`src/hdl/ccp_div_cell.sv`:
```
`timescale 1ns / 1ps

// One restoring division step: shift in one numerator bit, trial subtract,
// shift the quotient bit into the low end of the numerator word.
module ccp_div_cell #(
	parameter int NW = 35,
	parameter int DW = 24,
	parameter int SW = 1
) (
	input  logic          clk,
	input  logic          arst_n,
	input  logic          en,
	input  logic          vld_i,
	input  logic [NW-1:0] num_i,
	input  logic [DW-1:0] den_i,
	input  logic [DW-1:0] rem_i,
	input  logic [SW-1:0] side_i,
	output logic          vld_o,
	output logic [NW-1:0] num_o,
	output logic [DW-1:0] den_o,
	output logic [DW-1:0] rem_o,
	output logic [SW-1:0] side_o
);

	logic [DW:0] trial;
	logic [DW:0] diff;
	logic        ge;

	// bring down the next numerator bit and try the divisor
	always_comb begin
		trial = {rem_i, num_i[NW-1]};
		diff  = trial - {1'b0, den_i};
		ge    = trial >= {1'b0, den_i};
	end

	// hold the item valid flag
	always_ff @(posedge clk or negedge arst_n) begin
		if (!arst_n) begin
			vld_o <= 1'b0;
		end else if (en) begin
			vld_o <= vld_i;
		end
	end

	// advance the partial remainder and quotient
	always_ff @(posedge clk) begin
		if (en) begin
			rem_o  <= ge ? diff[DW-1:0] : trial[DW-1:0];
			num_o  <= {num_i[NW-2:0], ge};
			den_o  <= den_i;
			side_o <= side_i;
		end
	end

endmodule

```
`config.mk`:
```
export PLATFORM = sky130hd
export DESIGN_NAME = ccp_div_cell
export DESIGN_NICKNAME = d
export VERILOG_FILES = /design/src/hdl/ccp_div_cell.sv
export SDC_FILE = /design/constraint.sdc
export NUM_CORES = 1
export LEC_CHECK = 0
export BUFFER_PORTS_ARGS = -buffer_cell sky130_fd_sc_hd__buf_2
export CORE_ASPECT_RATIO = 0.9
export CORE_MARGIN = 3
export CORE_UTILIZATION = 35
export DETAILED_ROUTE_END_ITERATION = 7
export PLACE_DENSITY = 0.59
export SLEW_MARGIN = 20
export SYNTH_ARGS = -nofsm -noshare
export SYNTH_HDL_FRONTEND = slang
export SYNTH_SLANG_ARGS = --single-unit
```
`constraint.sdc`:
```
create_clock -name clk -period 0.8 [get_ports clk]
set_clock_uncertainty 0.05 [all_clocks]
set_input_delay 0.12 -clock clk [delete_from_list [all_inputs] [get_ports clk]]
set_output_delay 0.12 -clock clk [all_outputs]
set_load 0.05 [all_outputs]
```
# Yosys cells after proc, flatten, opt, wreduce, memory -nomap -nowiden
# Cells that the tools add are included.
# classes
addsub	1
order_cmp	1
n_mux	1
# op_table
op	count
25-bit by 24-bit >= comparator with 1-bit output	1
24-bit 2-to-1 mux	1
24-bit subtractor	1
# totals
reg_bits	85
wordCells	8

# Depth between registers and ports, before layout
# logic_depth
ltp_word	2
mapped_depth	11

# Worst setup path before layout
# No wires, ideal clock.
# synth_timing
kind	input port to flip-flop
startpoint	input port den_i[9]
endpoint	register rem_o[10] (data pin)
setup_ns	0.260
arrival_time_ns	2.037
required_ns	0.490
path_slack_ns	-1.547
path_stages	11
cell_sequence	inv_1 -> ha_1 -> buf_6 -> and4_4 -> and3_4 -> a311oi_2 -> a21bo_2 -> nor2_8 -> inv_6 -> buf_12 -> mux2_4
# synth_via
elab_chain_cells	2
word_cells_on_any_way	3
classes_between	add/sub (1); order compare (1); mux (1)
# synth_lines
item	line_no	text
from (decl)	15	input logic [DW-1:0] den_i,
25-bit by 24-bit >= comparator with 1-bit output	33	ge = trial >= {1'b0, den_i};
net ge	27	logic ge;
24-bit 2-to-1 mux	48	rem_o <= ge ? diff[DW-1:0] : trial[DW-1:0];
to (signal assigned)	48	
to (decl)	21	output logic [DW-1:0] rem_o,
# The timed path passes the listed nets, and every way through them passes these cells.
# A chain may end at the register's enable or synchronous reset.

# Final worst setup path
# layout_timing
startpoint	input port den_i[8]
endpoint	register rem_o[3] (data pin)
# layout_via
elab_chain_cells	2
# layout_lines
item	line_no
25-bit by 24-bit >= comparator with 1-bit output	33
24-bit 2-to-1 mux	48
# No other way between the ends.

==> run metrics <==
number of port buffers=172; count of cell types in the netlist=61; Hold Worst Slack=-0.01872 ns; Fin. Hold Viols=1; highest attainable clock frequency=0.5165 GHz; crit path kind=in -> reg; drt first-iter violations=296; total nets after synthesis=478; design internal power=10.42 mW; dominant synthesized flop cell=edfxtp_1; failing checks=hold timing, setup timing; Critical path buffers and inverters=3; count of flip-flops with a built-in enable after synthesis=84; power consumption=15.89 mW; share of Yosys cell area claimed by the top area cell type=0.5546; most common library cell in the layout ignoring fill and taps=buf_4; Starting Density=0.3679; number of placed instances with taps included=801; sinks on the clock net=85; delay of the slowest critical-path stage=0.31 ns; worst-path fanout max=7; part of the total power dissipated in combinational logic=0.386; final worst path period share=2.420; critical path's top delay family=compound AO/OA/AOI/OAI gates; cts hold-fix bufs=58; height of the die=114.1 um; slowest library cell on the worst path=mux2_4; HPWL after DPL=10840 um; number of diodes=0; Worst Path Arrival=1.98 ns; root buf cell=clkbuf_16; setup repair after global routing missed its margin=true; Switching Power=5.465 mW; post-detailed-route via-to-cell ratio=4.980; Area contributors post-synth=edfxtp_1 55%, ha_1 6.6%, inv_1 2.7%; TritonCTS Buffers=9; Setup crit start kind=input port; number of warning messages in the yosys log=0; final critical-path required period=1.936 ns; total grt overflow=0; Finish-stage setup viols=113; number of cell rows=38; area of the mapped netlist=4548 um2; fin worst setup slack=-1.136 ns; number of H-tree branching levels=3; I/O pin total=173; via count of the first global-routing pass=4814; Cell Count, Final, Fillers Out=895; part of the Yosys area used for sequential elements=0.5601; Net count, final=843; detailed-route DRC error count=0; worst path required time=0.84 ns; first-pass GRT wire length=25450 um; overall via count from detail_route=4457; critical path capture point type=flop; antenna violation net count after detailed routing=0; sequential cell fraction of total power=0.358; cell type with the largest total area after synthesis=edfxtp_1; IR drop worst, VDD=1338 uV; Yosys reg bits=85; Core Box Area=12360 um2; Post-synth ARST share=0.01176; worst hold path type=in -> reg; outcome=complete, but fails checks; Post-Synthesis Mean Instance Area=12.46 um2; number of antenna violations at the first check in global routing=1; pin count of the biggest net entering global routing=19; overall track demand over capacity in global routing=0.2254; Bufs on Longest Clock Path=2; ordered list of cells on the worst path=buf_6 > inv_2 > ha_4 > and4_4 > and3_4 > a311oi_2 > a21bo_4 > nor2_8 > inv_8 > mux2_4; area of the die=14400 um2; reg2reg setup slack=-0.05 ns; post-synthesis instance total=365; Max Slew Vio Count=0; Slew Limit Headroom=0.7222; clock network fraction of total power=0.256; commonest cells after routing, fill and taps aside=126 x buf_4, 103 x buf_6, 84 x edfxtp_1; final estimated routing congestion in global placement=0.8527; switching portion of total power=0.3440; signed area change from the synthesized netlist to the final layout=91.17%; TritonCTS clock tree=done; cell area power density=1827 nW/um2; die extent in x=126.2 um; transition at the pin with the smallest max-transition slack=0.4158 ns; fraction of layout instances using a drive strength above 1=0.5796; Static Leak=3.692 nW; Clk pin slew, worst setup/hold paths=0.07 ns; Total Wirelength=16330 um; Max-cap violations=0; worst-skew pair later-pin latency=0.34 ns; Pre-Repair DR Iteration Count=4; average wire per cell in the routed design=18.24 um
synthesized netlist by cell type (3+ instances only):
cell type,instances
nor2b_1,4
nor3_1,13
mux2_4,5
o21a_1,9
nand2_1,16
o21ai_0,14
a21oi_1,24
o31a_1,4
nand4_1,7
buf_6,3
a211oi_1,3
mux2_2,6
and3_1,6
edfxtp_1,84
or3_1,4
xnor2_1,8
o221ai_1,4
o2111ai_1,3
inv_1,33
clkbuf_1,6
buf_2,5
xor2_1,3
o31ai_1,7
nor2_1,10
o211ai_1,3
a21boi_0,3
nand3_1,16
ha_1,24
path summary, 6_finish.rpt:
kind	from	cells after the start	endpoint
min in group asynchronous	arst_n	2	vld_o$_DFFE_PN0P_
max in group asynchronous	arst_n	2	vld_o$_DFFE_PN0P_
setup reg to reg	vld_o$_DFFE_PN0P_	1	vld_o$_DFFE_PN0P_
hold reg to reg	vld_o$_DFFE_PN0P_	1	vld_o$_DFFE_PN0P_
setup / recovery	den_i[8]	10	rem_o[3]$_DFFE_PP_
hold / removal	vld_i	2	vld_o$_DFFE_PN0P_
layout make-up:
cell class                      count  area, um2
Clock buffer                        9      225.2
Clock inverter                      7      57.56
Fill cell                         851       3667
Inverter                           34      147.6
Multi-Input combinational cell    231       2295
Sequential cell                    85       2549
Tap cell                          160      200.2
Timing Repair Buffer              368       3212
Timing Repair inverter              1      8.758
routing by layer:
metal,vias to the layer above,GRT usage,wire (um)
met5,-,0,13
met1,2131,0.2872,7005
met3,17,0.06203,1115
met4,2,0.04718,173
li1,2129,-,-
met2,178,0.3875,8018
registers in the layout, summed over array words and instances (netlist names):
name	flops
den_o	24
num_o	35
rem_o	24
side_o	1
vld_o	1
metrics by stage:
stage | setup TNS (ns) | instance area [um2] | worst slack [ns] | utilization | hold slack [ns]
2_1_floorplan | -32.02 | 4659 | -1.448 | - | -0.2256
3_3_place_gp | -48.37 | 6580 | -1.760 | 0.5323 | -0.1552
3_5_place_dp | -50.36 | 6580 | -1.794 | 0.5323 | -0.1531
4_1_cts | -49.87 | 8544 | -1.089 | 0.6912 | -0.04954
5_1_grt | -54.55 | 8695 | -1.196 | 0.7033 | -0.02120
6_report | -50.42 | 8695 | -1.136 | 0.7033 | -0.01872
power groups by stage:
stage	logic [mW]	clock network, mW	registers (mW)
finish	6.14	4.06	5.69
CTS	5.95	4.14	5.66
global placement	4.69	0	5.64
floorplan	1.39	0	7.23
global route	6.49	4.33	5.73
detailed placement	4.74	0	5.64
logic make-up after synthesis:
kind of cell    synth area share
compound gates            0.1598
xor+xnor                 0.02118
fa+ha+maj                0.07043
buf+inv                  0.05144
flops                     0.5601
mux                      0.03136
simple gates              0.1056
repair_timing:
item,CTS,global route
pin swaps,37,10
endpoints found under the hold margin,59,1
gates cloned,1,0
setup endpoints to repair,111,111
setup buffers,15,6
gates resized for setup,266,25
Note: power is estimated with default switching activity, not from simulation.
