$ cat src/hdl/ccp_sqrt_cell.sv
`timescale 1ns / 1ps

// One restoring square-root step: bring down two radicand bits and try the
// root so far with a one appended.
module ccp_sqrt_cell #(
	parameter int SB = 32,
	parameter int SW = 22
) (
	input  logic            clk,
	input  logic            arst_n,
	input  logic            en,
	input  logic            vld_i,
	input  logic [2*SB-1:0] rad_i,
	input  logic [SB+1:0]   rem_i,
	input  logic [SB-1:0]   root_i,
	input  logic [SW-1:0]   side_i,
	output logic            vld_o,
	output logic [2*SB-1:0] rad_o,
	output logic [SB+1:0]   rem_o,
	output logic [SB-1:0]   root_o,
	output logic [SW-1:0]   side_o
);

	localparam int TB = 2 * SB;

	logic [SB+1:0] trial;
	logic [SB+1:0] test;
	logic [SB+1:0] diff;
	logic          ge;

	// form the trial remainder and the trial root
	always_comb begin
		trial = {rem_i[SB-1:0], rad_i[TB-1:TB-2]};
		test  = {root_i, 2'b01};
		diff  = trial - test;
		ge    = trial >= test;
	end

	// hold the item valid flag
	always_ff @(posedge clk or negedge arst_n) begin
		if (!arst_n) begin
			vld_o <= 1'b0;
		end else if (en) begin
			vld_o <= vld_i;
		end
	end

	// advance remainder, root and radicand
	always_ff @(posedge clk) begin
		if (en) begin
			rem_o  <= ge ? diff : trial;
			root_o <= {root_i[SB-2:0], ge};
			rad_o  <= {rad_i[TB-3:0], 2'b00};
			side_o <= side_i;
		end
	end

endmodule

$ cat config.mk
export PLATFORM = sky130hd
export DESIGN_NAME = ccp_sqrt_cell
export DESIGN_NICKNAME = d
export VERILOG_FILES = /design/src/hdl/ccp_sqrt_cell.sv
export SDC_FILE = /design/constraint.sdc
export NUM_CORES = 1
export LEC_CHECK = 0
export BUFFER_PORTS_ARGS = -buffer_cell sky130_fd_sc_hd__buf_2
export CAP_MARGIN = 15
export CORE_ASPECT_RATIO = 0.7
export CORE_UTILIZATION = 51
export DETAILED_ROUTE_END_ITERATION = 10
export GPL_TIMING_DRIVEN = 0
export PLACE_DENSITY = 0.85
export SYNTH_ARGS = -nofsm -noshare
export SYNTH_HDL_FRONTEND = slang
export SYNTH_SLANG_ARGS = --single-unit
$ cat constraint.sdc
create_clock -name clk -period 1.5 [get_ports clk]
set_input_delay 0.075 -clock clk [delete_from_list [all_inputs] [get_ports clk]]
set_output_delay 0.075 -clock clk [all_outputs]
set_load 0.05 [all_outputs]
=== Word-level counts from Yosys, hierarchy flattened ===
Index checks and enable logic that the tools add are counted.

* Register bits: 151
* Bits in latches: 0
* Memory bits (writable): 0
* Memory bits (read-only): 0
* Input port bits: 156
* Output and inout bits: 153
* Logic and storage cells: 8
* Memories kept: 0

* Add/subtract/negate cells: 1
* $mul: 0
* Divide/modulo/power cells: 0
* Magnitude comparators: 1
* Equality and inequality tests: 0
* Shift-type cells: 0
* Multiplexer cells: 1
* Bitwise gates (word level): 0
* Reductions and logical operators: 0

{| class="wikitable"
|+ Operators with widths
! kind !! number
|-
| >= comparator 34 bit || 1
|-
| 2-to-1 mux 34 bit || 1
|-
| subtractor 34 bit || 1
|}

=== Longest topological paths before layout ===
* Depth in word-level cells: 2
* Mapped depth: 13
* Depth with buffers taken out: 10

=== Least setup slack after synthesis ===
Ideal clock, no wire load.

* Kind: input to register
* From: input port root_i[3]
* To: register rem_o[33], data pin
* Library setup time: 256 ps
* Arrival: 1,971 ps
* Data required time: 1,244 ps
* Setup slack: -727 ps
* Stages on the path: 10
* Path buffers: 0
* Path through: inv_1 -> ha_1 -> nand3_1 -> a211oi_2 -> o31ai_2 -> o31a_1 -> o21ai_4 -> nand4_1 -> a211o_1 -> o211a_1

* Longest elaborated chain between the ends: 2
* Elaborated cells on any way between the ends: 3
* Classes of those cells: add/sub: 1; order compare: 1; mux: 1

{| class="wikitable"
|+ RTL lines
! item !! RTL line !! source
|-
| start: declaration || 15 || <nowiki>input logic [SB-1:0] root_i,</nowiki>
|-
| subtractor 34 bit or >= comparator 34 bit (tied branches) || 35, 36 ||
|-
| 2-to-1 mux 34 bit (*) || 51 || <nowiki>rem_o <= ge ? diff : trial;</nowiki>
|-
| end signal: assignment || 51 ||
|-
| end: declaration || 19 || <nowiki>output logic [SB+1:0] rem_o,</nowiki>
|}

Mark *: on every way between the ends. The rest lies on a longest branch, timed or not.
A chain may end at the register's enable or synchronous reset.

=== Final worst setup path ===
* From: input port rem_i[5]
* To: register rem_o[27], data pin

* Longest elaborated chain between the ends: 2
* Elaborated cells on any way between the ends: 3
* Classes of those cells: add/sub: 1; order compare: 1; mux: 1

{| class="wikitable"
|+ RTL lines
! item !! RTL line !! source
|-
| start: declaration || 14 || <nowiki>input logic [SB+1:0] rem_i,</nowiki>
|-
| subtractor 34 bit or >= comparator 34 bit (tied branches) || 35, 36 ||
|-
| 2-to-1 mux 34 bit (*) || 51 ||
|}

Marked as above.

==> impl_metrics.toml <==
[outcome]
status = "complete, but fails checks"
violations = "setup timing"

[grt]
grt_pass1_vias = 6679
overflow = 0
antenna_found_initial = 2
grt_max_degree = 82
track_usage_pct = 32.4
grt_pass1_wl_um = 34400

[pwr]
peakVddDrop_mv = 0.862
finalPower_uw = 14300
powerDensity_nw_per_um2 = 1200
leakage_uw = 0.00517

[cts]
cts.path.max_buffers = 2
cts_num_sinks = 151
cts_tree = "yes"
ctsRootBufferMaster = "clkbuf_16"
h-tree-depth = 4
clkSlewWorstSetupHoldPaths_ns = 0.07
clk_latency_ns = 0.42
cts_inserted_buffers = 17

[timing]
worst_pin_slew_ns = 0.683
hold_violations = 0
fin_ws_ns = -0.552
setup_viol = 35
slew_viol_final = 0
fmax_mhz = 487
slew-limit-headroom_pct = 54.5
finalCritPeriodShare_pct = 137
finClkSkew_ns = 0
rsz0062_at_grt = "true"
min_period_ns = 2.05

[routing]
vias = 6857
first_pass_iters = 5
drt_iter0_markers = 456
detail-route-antenna-nets = 0
routedWlPerCell_um = 20.1
vias_per_cell = 5.49
routed_wl_um = 25100
drc_errors = 0

[die]
fp.coreArea_um2 = 13300
die_w_um = 142
ios = 309
num_rows = 35
start_util_pct = 52.7
fp.dieH_um = 100
die_area_um2 = 14200

[yosys]
postSynth.asyncResetShare_pct = 0.662
avgSynthCellArea_um2 = 13.0
synth_sequential_area_ratio_pct = 64.8
netlist_area_um2 = 6990
synth_cell_types = 62
synth-seq-cells = 151
synth_edf_count = 150
synthFlopType = "edfxtp_1"
ys_warn_count = 0
netlist_instances = 538

[finish]
drive_gt1_share_pct = 46.0
layout_commonest_cell = "buf_2"
final_cell_mix = "buf_2 (297), edfxtp_1 (150), dlygate4sd3_1 (147), nand2_1 (45), inv_1 (40)"
area_growth_pct = 70.0
instances_no_fill = 1250
layout.nets = 1240
nFillCells = 561

[setup_path]
critPathMaxFanout = 5
setup.worst_path.end_class = "flop"
cp.arrival_ns = 2.23
required_ns = 1.68
critPathKind = "input pin to flop"
crit_path_start_kind = "input pin"

[placement]
dp_cells = 1029
globalplace.congestion = 0.866
portBuffers = 304
dp_hpwl_um = 13200

[worst_hold_path]
hp-class = "input pin to flop"

[flow_run]
max_cap_viol_count = 0
## cell usage after synthesis, drive strengths merged (6+ instances only)
| cell | number | share of area [%] |
|---|---|---|
| inv | 49 | 2.6 |
| xor2 | 13 | 1.6 |
| a21o | 11 | 1.2 |
| edfxtp | 150 | 64 |
| nand3 | 11 | 0.79 |
| xnor2 | 14 | 1.8 |
| nor2 | 21 | 1.1 |
| o21ai | 48 | 3.6 |
| clkbuf | 7 | 0.39 |
| nand2 | 53 | 2.8 |
| buf | 8 | 1.0 |
| a21oi | 37 | 2.7 |
| nand4 | 8 | 0.80 |
| ha | 34 | 6.1 |
| o21bai | 6 | 0.64 |
| a211oi | 6 | 0.72 |
## cell families after synthesis
logic type      count (synthesis)  share of synthesized area, %
other cells                     1                        0.0536
mux                             1                         0.161
fa+ha+maj                      34                          6.08
flops                         151                          64.8
xor+xnor                       27                          3.38
compound gates                144                          13.6
buf+inv                        64                          4.04
simple gates                  116                          7.96
## flip-flops by register name (all words and copies together) (netlist names)
name / flops
root_o: 32
side_o: 22
rem_o: 34
vld_o: 1
rad_o: 62
## power by group
group | total (uW) | switching, uW | internal [uW] | leakage, uW
Combinational | 4380 | 2870 | 1500 | 0.00338
Sequential | 5240 | 121 | 5110 | 0.00148
Clock | 4690 | 1980 | 2710 | 0.000311
Total | 14300 | 4970 | 9320 | 0.00517
## metrics by stage
stage          util, %  hold WS, ns  setup TNS [ns]  worst slack, ns  instance area, um2
2_1_floorplan        -       -0.221          -19.38           -0.646                7230
6_report          89.6      0.00203          -17.35           -0.552               11900
3_3_place_gp      67.7       -0.149         -247.32            -1.54                8990
3_5_place_dp      68.0       -0.148          -35.17            -1.13                9020
5_1_grt           89.6       0.0261          -19.56           -0.657               11900
4_1_cts           87.1     0.000680          -13.26           -0.465               11600
## final timing paths
check                                        from                   to  slack (ns)  cells past startpoint
worst max-delay path                     rem_i[5]  rem_o[27]$_DFFE_PP_       -0.55                     12
worst min-delay path                    rem_i[10]  rem_o[12]$_DFFE_PP_       0.002                      3
worst max register to register  vld_o$_DFFE_PN0P_    vld_o$_DFFE_PN0P_        0.75                      1
worst min register to register  vld_o$_DFFE_PN0P_    vld_o$_DFFE_PN0P_        0.53                      1
max in group asynchronous                  arst_n    vld_o$_DFFE_PN0P_        0.89                      3
min in group asynchronous                  arst_n    vld_o$_DFFE_PN0P_        0.51                      3
## critical path, cell delays in order
cell,delay (ns)
buf_2,0.13
ha_4,0.29
buf_4,0.13
nand3_4,0.09
nor3b_4,0.25
o31ai_4,0.12
o31a_1,0.33
o21ai_4,0.26
buf_4,0.18
a21boi_1,0.08
xor2_1,0.20
o21ai_2,0.10
## area by class of cell
type                            instances  area (um2)  share of cell area (%)
Antenna cell                            2        5.00                  0.0421
Clock buffer                           18         429                    3.61
Buffer                                 10         105                   0.884
Multi-Input combinational cell        324        2680                    22.6
Inverter                               49         219                    1.84
Timing Repair Buffer                  497        3480                    29.3
Tap cell                              185         231                    1.95
Clock inverter                         14         204                    1.72
Sequential cell                       151        4530                    38.1
## repair_timing
item	CTS	global route
pin swaps	26	29
setup buffers	22	21
endpoints found under the setup margin	35	35
hold buffers	147	0
endpoints found under the hold margin	146	0
cloned	3	1
gates resized for setup	61	58
## per-layer routing
layer | track usage (%) | wire (um) | share of wire [%]
met1 | 36.4 | 9060 | 36
met2 | 58.4 | 13000 | 52
met3 | 8.44 | 2030 | 8.1
met4 | 14.8 | 1030 | 4.1
met5 | 0 | 0 | 0
Note: power is estimated with default switching activity, not from simulation.
